**config.mk**
```make
export PLATFORM = sky130hd
export DESIGN_NAME = argument_number_tokenizer
export DESIGN_NICKNAME = d
export VERILOG_FILES = /design/src/hw/rtl/argtok_pkg.sv /design/src/hw/rtl/argtok_step.sv /design/src/hw/rtl/argument_number_tokenizer.sv
export SDC_FILE = /design/constraint.sdc
export NUM_CORES = 1
export LEC_CHECK = 0
export BUFFER_PORTS_ARGS = -buffer_cell sky130_fd_sc_hd__buf_2
export CAP_MARGIN = 20
export CELL_PAD_IN_SITES_DETAIL_PLACEMENT = 1
export CELL_PAD_IN_SITES_GLOBAL_PLACEMENT = 1
export CORE_ASPECT_RATIO = 0.9
export CORE_MARGIN = 5
export CORE_UTILIZATION = 50
export DETAILED_ROUTE_END_ITERATION = 8
export GPL_TIMING_DRIVEN = 0
export PLACE_DENSITY_LB_ADDON = 0.15
export SYNTH_ARGS = -nofsm -noshare
export SYNTH_HDL_FRONTEND = slang
export SYNTH_SLANG_ARGS = --single-unit
```
**constraint.sdc**
```tcl
create_clock -name clk -period 12.4 [get_ports clk]
set_input_delay 1.86 -clock clk [delete_from_list [all_inputs] [get_ports clk]]
set_output_delay 1.86 -clock clk [all_outputs]
set_load 0.02 [all_outputs]
```
**src/hw/rtl/argtok_pkg.sv**
```systemverilog
package argtok_pkg;

  // Default for the argument limit
  localparam int MAX_ARGS_DEF = 4;

  // Field widths
  localparam int CHAR_W  = 8;
  localparam int VALUE_W = 32;
  localparam int INDEX_W = 2;
  localparam int COUNT_W = 3;
  localparam int DIGIT_W = 4;

  // Character codes
  localparam logic [CHAR_W-1:0] CH_SPACE = 8'h20;
  localparam logic [CHAR_W-1:0] CH_ZERO  = 8'h30;
  localparam logic [CHAR_W-1:0] CH_ONE   = 8'h31;
  localparam logic [CHAR_W-1:0] CH_NINE  = 8'h39;
  localparam logic [CHAR_W-1:0] CH_UC_A  = 8'h41;
  localparam logic [CHAR_W-1:0] CH_UC_F  = 8'h46;
  localparam logic [CHAR_W-1:0] CH_LC_A  = 8'h61;
  localparam logic [CHAR_W-1:0] CH_LC_F  = 8'h66;
  localparam logic [CHAR_W-1:0] CH_X     = 8'h78;

  // Letter a/A has low nibble 1, so adding 9 gives its digit value
  localparam logic [DIGIT_W-1:0] LETTER_OFS = 4'd9;

  // Per-line state apart from the argument position
  typedef struct packed {
    logic [VALUE_W-1:0] acc;
    logic               digits_seen;
    logic               radix_hex;
    logic               zero_pending;
    logic               overflowed;
  } line_st_t;

  // One result request
  typedef struct packed {
    logic [VALUE_W-1:0] number_value;
    logic [INDEX_W-1:0] number_index;
    logic               number_valid;
    logic               line_done;
    logic [COUNT_W-1:0] number_count;
    logic               too_many;
  } res_t;

  // value * 16 or value * 10 as shift-add, wrapping at 32 bits
  function automatic logic [VALUE_W-1:0] mul_base(input logic [VALUE_W-1:0] v,
                                                 input logic hex);
    logic [VALUE_W-1:0] r;
    if (hex) begin
      r = v << 4;
    end else begin
      r = (v << 3) + (v << 1);
    end
    return r;
  endfunction

endpackage

```
**src/hw/rtl/argtok_step.sv**
```systemverilog
module argtok_step #(
  parameter int MAX_ARGS = argtok_pkg::MAX_ARGS_DEF,
  parameter int POS_W    = $clog2(MAX_ARGS + 1)
) (
  input  logic [argtok_pkg::CHAR_W-1:0] ch,
  input  argtok_pkg::line_st_t          st,
  input  logic [POS_W-1:0]              pos,
  input  logic                          default_hex,
  output argtok_pkg::line_st_t          st_nxt,
  output logic [POS_W-1:0]              pos_nxt,
  output argtok_pkg::res_t              res,
  output logic                          emit
);
  import argtok_pkg::*;

  logic [VALUE_W-1:0] acc_z;
  logic               ds_z;
  logic               x_taken;
  logic               is_space;
  logic               is_zero;
  logic               is_dec;
  logic               is_hexl;
  logic [DIGIT_W-1:0] digit;
  logic               keep;
  logic [POS_W-1:0]   pos_inc;

  // Resolve a pending zero: either the 0x prefix or a plain zero digit
  always_comb begin
    x_taken = 1'b0;
    acc_z   = st.acc;
    ds_z    = st.digits_seen;
    if (st.zero_pending) begin
      if (ch == CH_X) begin
        x_taken = 1'b1;
      end else begin
        acc_z = mul_base(st.acc, st.radix_hex);
        ds_z  = 1'b1;
      end
    end
  end

  // Character classes
  assign is_space = (ch == CH_SPACE);
  assign is_zero  = (ch == CH_ZERO);
  assign is_dec   = (ch >= CH_ONE) && (ch <= CH_NINE);
  assign is_hexl  = st.radix_hex &&
                    (((ch >= CH_LC_A) && (ch <= CH_LC_F)) ||
                     ((ch >= CH_UC_A) && (ch <= CH_UC_F)));
  assign digit    = is_dec ? ch[DIGIT_W-1:0] : ch[DIGIT_W-1:0] + LETTER_OFS;

  // Closing a number keeps it only while there is room
  assign keep    = ds_z && (pos < POS_W'(MAX_ARGS));
  assign pos_inc = pos + POS_W'(1);

  // Next state and result
  always_comb begin
    st_nxt              = st;
    st_nxt.zero_pending = 1'b0;
    pos_nxt             = pos;
    res                 = '0;
    emit                = 1'b0;
    priority if (x_taken) begin
      st_nxt.radix_hex   = 1'b1;
      st_nxt.acc         = mul_base(st.acc, 1'b1);
      st_nxt.digits_seen = 1'b1;
    end else if (is_space) begin
      st_nxt.acc         = ds_z ? '0 : acc_z;
      st_nxt.digits_seen = 1'b0;
      if (keep) begin
        emit             = 1'b1;
        res.number_value = acc_z;
        res.number_index = INDEX_W'(pos);
        res.number_valid = 1'b1;
        pos_nxt          = pos_inc;
      end else if (ds_z) begin
        st_nxt.overflowed = 1'b1;
      end
    end else if (is_zero) begin
      st_nxt.acc          = acc_z;
      st_nxt.digits_seen  = ds_z;
      st_nxt.zero_pending = 1'b1;
    end else if (is_dec || is_hexl) begin
      st_nxt.acc         = mul_base(acc_z, st.radix_hex) + VALUE_W'(digit);
      st_nxt.digits_seen = 1'b1;
    end else begin
      // Terminator: report pending number and count, then clear the line
      emit          = 1'b1;
      res.line_done = 1'b1;
      if (keep) begin
        res.number_value = acc_z;
        res.number_index = INDEX_W'(pos);
        res.number_valid = 1'b1;
        res.number_count = COUNT_W'(pos_inc);
      end else begin
        res.number_count = COUNT_W'(pos);
      end
      res.too_many        = st.overflowed || (ds_z && !keep);
      st_nxt.acc          = '0;
      st_nxt.digits_seen  = 1'b0;
      st_nxt.zero_pending = 1'b0;
      st_nxt.overflowed   = 1'b0;
      st_nxt.radix_hex    = default_hex;
      pos_nxt             = '0;
    end
  end

endmodule

```
**src/hw/rtl/argument_number_tokenizer.sv**
```systemverilog
// Pipeline: a character accepted from the input sits in the input register; a result
//   that it yields is loaded into the result register, stalling while the output is full.
// Throughput: one character per cycle while not stalled, set by the single-pass step logic.
// Reset: rst_n synchronous, active low; clears the line state and both
//   valid flags, and sets the default radix to hexadecimal.
module argument_number_tokenizer #(
  parameter int MAX_ARGS = argtok_pkg::MAX_ARGS_DEF
) (
  input  logic                           clk,
  input  logic                           rst_n,
  input  logic                           cfg_wr_en,
  input  logic                           cfg_wr_data,
  input  logic                           in_valid,
  output logic                           in_ready,
  input  logic [argtok_pkg::CHAR_W-1:0]  in_char_in,
  output logic                           out_valid,
  input  logic                           out_ready,
  output logic [argtok_pkg::VALUE_W-1:0] out_number_value,
  output logic [argtok_pkg::INDEX_W-1:0] out_number_index,
  output logic                           out_number_valid,
  output logic                           out_line_done,
  output logic [argtok_pkg::COUNT_W-1:0] out_number_count,
  output logic                           out_too_many
);
  import argtok_pkg::*;

  localparam int POS_W = $clog2(MAX_ARGS + 1);

  logic              s1_vld_r;
  logic [CHAR_W-1:0] s1_char_r;
  line_st_t          st_r;
  line_st_t          st_nxt;
  logic [POS_W-1:0]  pos_r;
  logic [POS_W-1:0]  pos_nxt;
  logic              dflt_hex_r;
  res_t              res_nxt;
  res_t              res_r;
  logic              emit;
  logic              out_valid_r;
  logic              out_free;
  logic              s1_adv;
  logic              line_fresh;

  // Step logic for the character in the input register
  argtok_step #(
    .MAX_ARGS (MAX_ARGS),
    .POS_W    (POS_W)
  ) u_step (
    .ch          (s1_char_r),
    .st          (st_r),
    .pos         (pos_r),
    .default_hex (dflt_hex_r),
    .st_nxt      (st_nxt),
    .pos_nxt     (pos_nxt),
    .res         (res_nxt),
    .emit        (emit)
  );

  // Flow control: characters without a result never wait on the output
  assign out_free = !out_valid_r || out_ready;
  assign s1_adv   = s1_vld_r && (out_free || !emit);
  assign in_ready = !s1_vld_r || s1_adv;

  // Input register
  always_ff @(posedge clk) begin
    if (!rst_n) begin
      s1_vld_r <= 1'b0;
    end else if (in_valid && in_ready) begin
      s1_vld_r <= 1'b1;
    end else if (s1_adv) begin
      s1_vld_r <= 1'b0;
    end
  end

  always_ff @(posedge clk) begin
    if (in_valid && in_ready) begin
      s1_char_r <= in_char_in;
    end
  end

  // Nothing taken in this line yet: a config write reloads the radix if no character advances
  assign line_fresh = (pos_r == '0) && !st_r.digits_seen &&
                      !st_r.zero_pending && !st_r.overflowed;

  // Line state and default radix
  always_ff @(posedge clk) begin
    if (!rst_n) begin
      st_r       <= '{acc: '0, digits_seen: 1'b0, radix_hex: 1'b1,
                      zero_pending: 1'b0, overflowed: 1'b0};
      pos_r      <= '0;
      dflt_hex_r <= 1'b1;
    end else begin
      if (cfg_wr_en) begin
        dflt_hex_r <= cfg_wr_data;
      end
      if (s1_adv) begin
        st_r  <= st_nxt;
        pos_r <= pos_nxt;
      end else if (cfg_wr_en && line_fresh) begin
        st_r.radix_hex <= cfg_wr_data;
      end
    end
  end

  // Result register
  always_ff @(posedge clk) begin
    if (!rst_n) begin
      out_valid_r <= 1'b0;
    end else if (s1_adv && emit) begin
      out_valid_r <= 1'b1;
    end else if (out_ready) begin
      out_valid_r <= 1'b0;
    end
  end

  always_ff @(posedge clk) begin
    if (s1_adv && emit) begin
      res_r <= res_nxt;
    end
  end

  assign out_valid        = out_valid_r;
  assign out_number_value = res_r.number_value;
  assign out_number_index = res_r.number_index;
  assign out_number_valid = res_r.number_valid;
  assign out_line_done    = res_r.line_done;
  assign out_number_count = res_r.number_count;
  assign out_too_many     = res_r.too_many;

`ifndef ASSERT_OFF
  // Every result carries a number or a line end
  a_res_nonempty: assert property (@(posedge clk) disable iff (!rst_n)
    out_valid_r |-> (res_r.number_valid || res_r.line_done))
    else $error("result with neither number nor line end");

  // Argument position never passes the limit
  a_pos_limit: assert property (@(posedge clk) disable iff (!rst_n)
    pos_r <= POS_W'(MAX_ARGS))
    else $error("argument position beyond limit");

  // A line end clears the line state
  a_line_clear: assert property (@(posedge clk) disable iff (!rst_n)
    (s1_adv && emit && res_nxt.line_done) |=>
      (pos_r == '0 && !st_r.digits_seen && !st_r.overflowed && !st_r.zero_pending))
    else $error("line state not cleared after line end");

  // A 0x prefix switches the line to hex
  a_hex_prefix: assert property (@(posedge clk) disable iff (!rst_n)
    (s1_adv && st_r.zero_pending && s1_char_r == CH_X) |=> st_r.radix_hex)
    else $error("0x prefix did not select hex");

  // An empty number slot reads as zero
  a_empty_zero: assert property (@(posedge clk) disable iff (!rst_n)
    (out_valid_r && !res_r.number_valid) |->
      (res_r.number_value == '0 && res_r.number_index == '0))
    else $error("number fields not zero without a number");
`endif

endmodule
```
# Yosys cells after proc, flatten, opt, wreduce, memory -nomap -nowiden
# Index checks and enable logic that the tools add are counted.
dict set report word_totals {
  register_bits 90
  inputBits 14
  output_inout_bits 42
  elab_cells 120
}
dict set report op_classes {
  add_sub_neg 5
  magnitude_cmp 7
  eq_ne 10
  mux 46
  n_bitwise 1
  reduce_logical 35
}
# operator n
set op_table {}
lappend op_table {{$mux W32} 9}
lappend op_table {{$mux W33} 3}
lappend op_table {{$mux W40} 2}
lappend op_table {{$mux W35} 2}
lappend op_table {{$add A32 B32 Y32} 2}
lappend op_table {{$mux W34} 1}
lappend op_table {{$add A32 B4 Y32} 1}
lappend op_table {{$mux W1} 21}
lappend op_table {{$eq A8 B6 Y1 const B} 2}
lappend op_table {{$ge A8 B7 Y1 const B} 2}
lappend op_table {{$le A8 B7 Y1 const B} 2}
lappend op_table {{$mux W3} 5}
lappend op_table {{$logic_and A1 B1 Y1} 13}
lappend op_table {{$ne A3 B2 Y1 const B} 3}
lappend op_table {{$eq A8 B7 Y1 const B} 1}
lappend op_table {{$ge A8 B6 Y1 const B} 1}
lappend op_table {{$le A8 B6 Y1 const B} 1}
lappend op_table {{$reduce_and A4 Y1} 2}
lappend op_table {{$logic_not A1 Y1} 7}
lappend op_table {{$logic_or A1 B1 Y1} 6}
lappend op_table {{$ne A2 B1 Y1 const B} 3}
lappend op_table {{$reduce_and A6 Y1} 1}
lappend op_table {{$reduce_bool A2 Y1} 3}
lappend op_table {{$add A4 B4 Y4 const B} 1}
lappend op_table {{other kinds (9)} 10}

# Logic depth before layout (Yosys ltp)
dict set report logic_depth {
  word_depth 16
  ltp_mapped 26
  depth_no_buf 24
}

# Hierarchy
# A second synthesis with hierarchy kept.
dict set report unflattened {
  cells_unflattened 1222
  hier_area_um2 9452.8
}
# mod instances cells_each area_per_inst_um2 seq_area_each_um2
set modules_own_cells {}
lappend modules_own_cells {argtok_step 1 978 6163.4 0.0}
lappend modules_own_cells {argument_number_tokenizer 1 244 3289.4 2282.2}

# Worst setup path after synthesis
# Ideal clock, no wire load.
dict set report synth_timing {
  path_kind {reg2reg}
  startpoint {reg s1_char_r[0]}
  endpoint {reg st_r[27] (netlist bit)}
  setup_time_ns 0.124
  arrival_ns 5.748
  path_slack_ns 6.527
  path_stages_with_launch 27
  path_cell_list {edfxtp_1 inv_1 ha_1 nand4b_1 o21ai_1 buf_2 clkbuf_1 clkbuf_1 clkbuf_1 clkbuf_1 a22oi_1 inv_1 ha_1 inv_1 fa_1 nor2b_2 o31a_1 buf_2 o21ai_0 a2111oi_0 a211oi_1 or4b_4 nor4_4 nand2_1 xor2_1 a221oi_2 a21oi_1}
}
dict set report synth_via {
  elab_chain_len 14
}
# element line
set synth_rtl {}
lappend synth_rtl {{start, declared} argument_number_tokenizer.sv:30} ;# logic [CHAR_W-1:0] s1_char_r;
lappend synth_rtl {{start signal, assigned} argument_number_tokenizer.sv:77} ;# s1_char_r <= in_char_in;
lappend synth_rtl {{$eq A8 B7 Y1} argtok_step.sv:33} ;# if (ch == CH_X) begin
lappend synth_rtl {{$mux W32} argtok_step.sv:33}
lappend synth_rtl {{$mux W32} argtok_step.sv:32} ;# if (st.zero_pending) begin
lappend synth_rtl {{$add A32 B32 Y32} argtok_pkg.sv:53} ;# r = (v << 3) + (v << 1);
lappend synth_rtl {{$mux W32} argtok_pkg.sv:50} ;# if (hex) begin
lappend synth_rtl {{$mux W32} argtok_step.sv:82} ;# end else if (is_dec || is_hexl) begin
lappend synth_rtl {{$mux W32} argtok_step.sv:78} ;# end else if (is_zero) begin
lappend synth_rtl {{$mux W32} argtok_step.sv:66} ;# end else if (is_space) begin
lappend synth_rtl {{$mux W32} argtok_step.sv:62} ;# priority if (x_taken) begin
lappend synth_rtl {{$add A32 B4 Y32} argtok_step.sv:83} ;# st_nxt.acc = mul_base(acc_z, st.radix_hex) + VALUE_W'(digit);
lappend synth_rtl {{$mux W33} argtok_step.sv:82}
lappend synth_rtl {{$mux W33} argtok_step.sv:78}
lappend synth_rtl {{$mux W33} argtok_step.sv:66}
lappend synth_rtl {{$mux W34} argtok_step.sv:62}
lappend synth_rtl {{end signal, assigned} argument_number_tokenizer.sv:88} ;# st_r <= '{acc: '0, digits_seen: 1'b0, radix_hex: 1'b1,
lappend synth_rtl {{end signal, assigned} argument_number_tokenizer.sv:97} ;# st_r <= st_nxt;
lappend synth_rtl {{end, declared} argument_number_tokenizer.sv:31} ;# line_st_t st_r;
# Several ways; a longest one is shown, not always the timed one. The select of a mux whose other input is x is not followed.
# A chain may end at the register's enable or synchronous reset.

# Worst setup path in the final report
dict set report layout_timing {
  startpoint {reg st_r[2] (netlist bit)}
  endpoint {reg st_r[35] (netlist bit)}
}
dict set report layout_via {
  elab_chain_len 14
}
# element line
set layout_rtl {}
lappend layout_rtl {{$mux W32} argtok_pkg.sv:50}
lappend layout_rtl {{$mux W32} argtok_step.sv:33}
lappend layout_rtl {{$mux W32} argtok_step.sv:32}
lappend layout_rtl {{$add A32 B32 Y32} argtok_pkg.sv:53}
lappend layout_rtl {{$mux W32} argtok_pkg.sv:50}
lappend layout_rtl {{$mux W32} argtok_step.sv:82}
lappend layout_rtl {{$mux W32} argtok_step.sv:78}
lappend layout_rtl {{$mux W32} argtok_step.sv:66}
lappend layout_rtl {{$mux W32} argtok_step.sv:62}
lappend layout_rtl {{$add A32 B4 Y32} argtok_step.sv:83}
lappend layout_rtl {{$mux W33} argtok_step.sv:82}
lappend layout_rtl {{$mux W33} argtok_step.sv:78}
lappend layout_rtl {{$mux W33} argtok_step.sv:66}
lappend layout_rtl {{$mux W34} argtok_step.sv:62}
# Several ways; a longest one is shown, not always the timed one. The select of a mux whose other input is x is not followed.

==> results.json <==
{
  "status": "finished, violations left",
  "violations": "design-rule violations",
  "synthFlopType": "edfxtp_1",
  "cap_violations": 0,
  "grt_overflow": 0,
  "route.vias.total": 10900,
  "vdd_ir_drop_max_mv": 0.0756,
  "synth_top_cell_by_area": "edfxtp_1",
  "initial_core_util_pct": 50.4,
  "async_flop_share_pct": 0,
  "die_h_um": 141,
  "pwr-share-seq_pct": 41.4,
  "cts_hold_buf": 0,
  "grt_pass1_vias": 10700,
  "boundaryPins": 56,
  "yosysUniqueCellTypes": 89,
  "slowest_stage": "o41ai_1",
  "crit_fanout": 10,
  "area_growth_pct": 9.76,
  "period_needed_ns": 9.89,
  "tightest_slew_ns": 1.11,
  "yosys_warnings": 0,
  "arrival_ns": 10.13,
  "slew_violations": 0,
  "finalWirelength_mm": 41.9,
  "rsz0062_at_grt": "no",
  "path_common_cell": "clkbuf_1",
  "cts_tree": "built",
  "port-buffer-count": 55,
  "yosysSeqAreaShare_pct": 23.8,
  "p_int_w": 0.000524,
  "antenna_found_initial": 3,
  "dr.pass1.iters": 9,
  "max_freq_mhz": 101,
  "setup_viol": 0,
  "netlist_instances": 1249,
  "r2r_cells": 21,
  "ys_ff_latch": 90,
  "yosysMostFrequentCell": "nand2_1",
  "crit_path_start_kind": "flop",
  "drive_gt1_share_pct": 9.59,
  "n_fill_cell": 2412,
  "first_iter_violations": 1155,
  "syn_avg_cell_area_um2": 7.68,
  "critPathKind": "flop to flop",
  "hold_class": "flop to flop",
  "die-area_mm2": 0.0220,
  "clockBufferDepth": 2,
  "die_w_um": 156,
  "setup-tns-final_ns": 0,
  "coreArea_mm2": 0.0190,
  "post_cts_buffers": 0,
  "skew_ns": 0.0145,
  "grt_use_total_pct": 37.4,
  "cp_cell_sequence": "clkbuf_1 -> clkbuf_1 -> clkbuf_1 -> clkbuf_1 -> clkbuf_1 -> buf_1 -> clkbuf_1 -> a21oi_1 -> o21ai_0 -> ha_1 -> clkbuf_1 -> a2111oi_0 -> a22oi_1 -> a21boi_0 -> or3b_2 -> a31oi_1 -> o41ai_1 -> nor2b_1 -> a41oi_1 -> a222oi_1 -> o21ai_1",
  "std_cell_rows": 48,
  "final-hold-violation-count": 0,
  "grt_max_degree": 28,
  "fin_nets": 1402,
  "power_w": 0.000820,
  "holdPathStages": 2,
  "cts_max_level": 3,
  "slowest_delay_ns": 0.95,
  "avgRoutedWirePerCell_um": 26.6,
  "cp-startpoint": "st_r[2]",
  "syn-num-nets": 1332,
  "r2r_start": "st_r[2]",
  "cts_resized": 0,
  "switchingPower_w": 0.000296,
  "yosysTopAreaCellShare_pct": 15.0,
  "cts.clk_slew.worst_paths_ns": 0.08,
  "fin_cells": 1575,
  "power_frac_clock_pct": 36.0,
  "synth.top_cells.by_area": "edfxtp_1, dfxtp_1, ha_1, nand2_1, a21oi_1",
  "worst_setup_path_end_kind": "flop",
  "min_period_over_period_pct": 79.8,
  "clk_latency_ns": 0.37,
  "avgViaCountPerCell": 6.90,
  "dp_cells": 1556,
  "required_ns": 12.64,
  "p_comb_share_pct": 22.6,
  "post-route-drc-count": 4,
  "r2r_slack_ns": 2.51,
  "endpoint": "st_r[35]",
  "postRouteAntennaNets": 0,
  "syn-cell-area_mm2": 0.00959,
  "hpwl_mm": 32.0,
  "clock-sinks": 90,
  "ctsRootBufferMaster": "clkbuf_16",
  "r2r_end": "st_r[35]",
  "p_per_area_mw_per_mm2": 77.9,
  "cts_made_buffers": 9,
  "p_leak_nw": 4.24,
  "grt_pass1_wl_mm": 63.9,
  "relSlewSlack_pct": 25.1,
  "gp_congestion": 1.03,
  "sw_frac_of_total_pct": 36.1,
  "synth_edf_count": 48,
  "synth.top_cells.by_count": "nand2_1, a21oi_1, nor2_1, o21ai_0, ha_1"
}
## kinds of logic after synthesis
group | count (synthesis) | share of synthesized area, %
buffers and inverters | 120 | 4.87
adders and majority gates | 69 | 9.24
AOI/OAI and AO/OA | 429 | 30.4
DFF | 90 | 23.8
and+or+nand+nor | 457 | 23.5
xor gates and xnor gates | 59 | 5.39
muxes | 25 | 2.78
## metal layers
layer  global-route usage (%)  routed length [um]  vias up
li1                         -                   -     4819
met1                     52.9               17900     5302
met2                     55.0               17700      619
met3                     7.59                4260      126
met4                     17.0                2030        0
met5                        0                   0        -
## critical path: cells and delay by family, from the launching register on
kind	cells	cell delay [ns]
flops	1	0.40
fa+ha+maj	1	0.40
simple gates	2	0.50
compound gates	10	4.15
buf+inv	8	4.30
## worst min path at each step
stage	startpoint	end	slack [ns]
4_1_cts	dflt_hex_r	dflt_hex_r	0.49
6_report	dflt_hex_r	dflt_hex_r	0.49
2_1_floorplan	dflt_hex_r	dflt_hex_r	0.44
3_5_place_dp	dflt_hex_r	dflt_hex_r	0.47
3_3_place_gp	dflt_hex_r	dflt_hex_r	0.46
5_1_grt	dflt_hex_r	dflt_hex_r	0.56
## flip-flops by register name, summed over array words and instances (netlist names)
register,cells
out_line_done,1
s1_vld_r,1
s1_char_r,8
out_number_index,2
dflt_hex_r,1
out_valid,1
out_number_value,32
out_too_many,1
st_r,36
out_number_count,3
out_number_valid,1
pos_r,3
## metrics by stage
| step | hold WS (ns) | utilization [%] | setup WS [ns] | instance area, um2 |
|---|---|---|---|---|
| 6_report | 0.493 | 55.3 | 2.51 | 10500 |
| 3_3_place_gp | 0.461 | 53.5 | 3.15 | 10200 |
| 5_1_grt | 0.556 | 55.3 | 2.48 | 10500 |
| 3_5_place_dp | 0.469 | 53.6 | 3.19 | 10200 |
| 2_1_floorplan | 0.442 | - | 6.53 | 9590 |
| 4_1_cts | 0.488 | 55.2 | 3.08 | 10500 |
## cell usage in the layout, fill, tap and decap left out, types with 32 or more instances in the layout
cell,count
a21oi_1,103
buf_2,65
clkbuf_1,54
dfxtp_1,42
edfxtp_1,48
ha_1,66
inv_1,44
nand2_1,147
nand3_1,40
nor2_1,92
nor3_1,36
o21ai_0,90
xnor2_1,32
## power groups by stage
stage	combinational (W)	sequential, W	clock [W]
6_report	0.000185	0.000339	0.000295
5_1_grt	0.000196	0.000340	0.000308
4_1_cts	0.000179	0.000339	0.000296
3_5_place_dp	0.000178	0.000345	0
3_3_place_gp	0.000172	0.000345	0
2_1_floorplan	0.000106	0.000349	0
## layout make-up
| class | count | area [um2] | share of cell area, % |
|---|---|---|---|
| multi-input combinational | 1039 | 6840 | 65.0 |
| sequential | 90 | 2280 | 21.7 |
| timing repair buffer | 59 | 313 | 2.97 |
| tap | 250 | 313 | 2.97 |
| buffer | 75 | 298 | 2.83 |
| clock buffer | 9 | 225 | 2.14 |
| inverter | 45 | 169 | 1.61 |
| clock inverter | 7 | 81.3 | 0.773 |
| antenna | 1 | 2.50 | 0.0238 |
(Power assumes the default switching activity.)
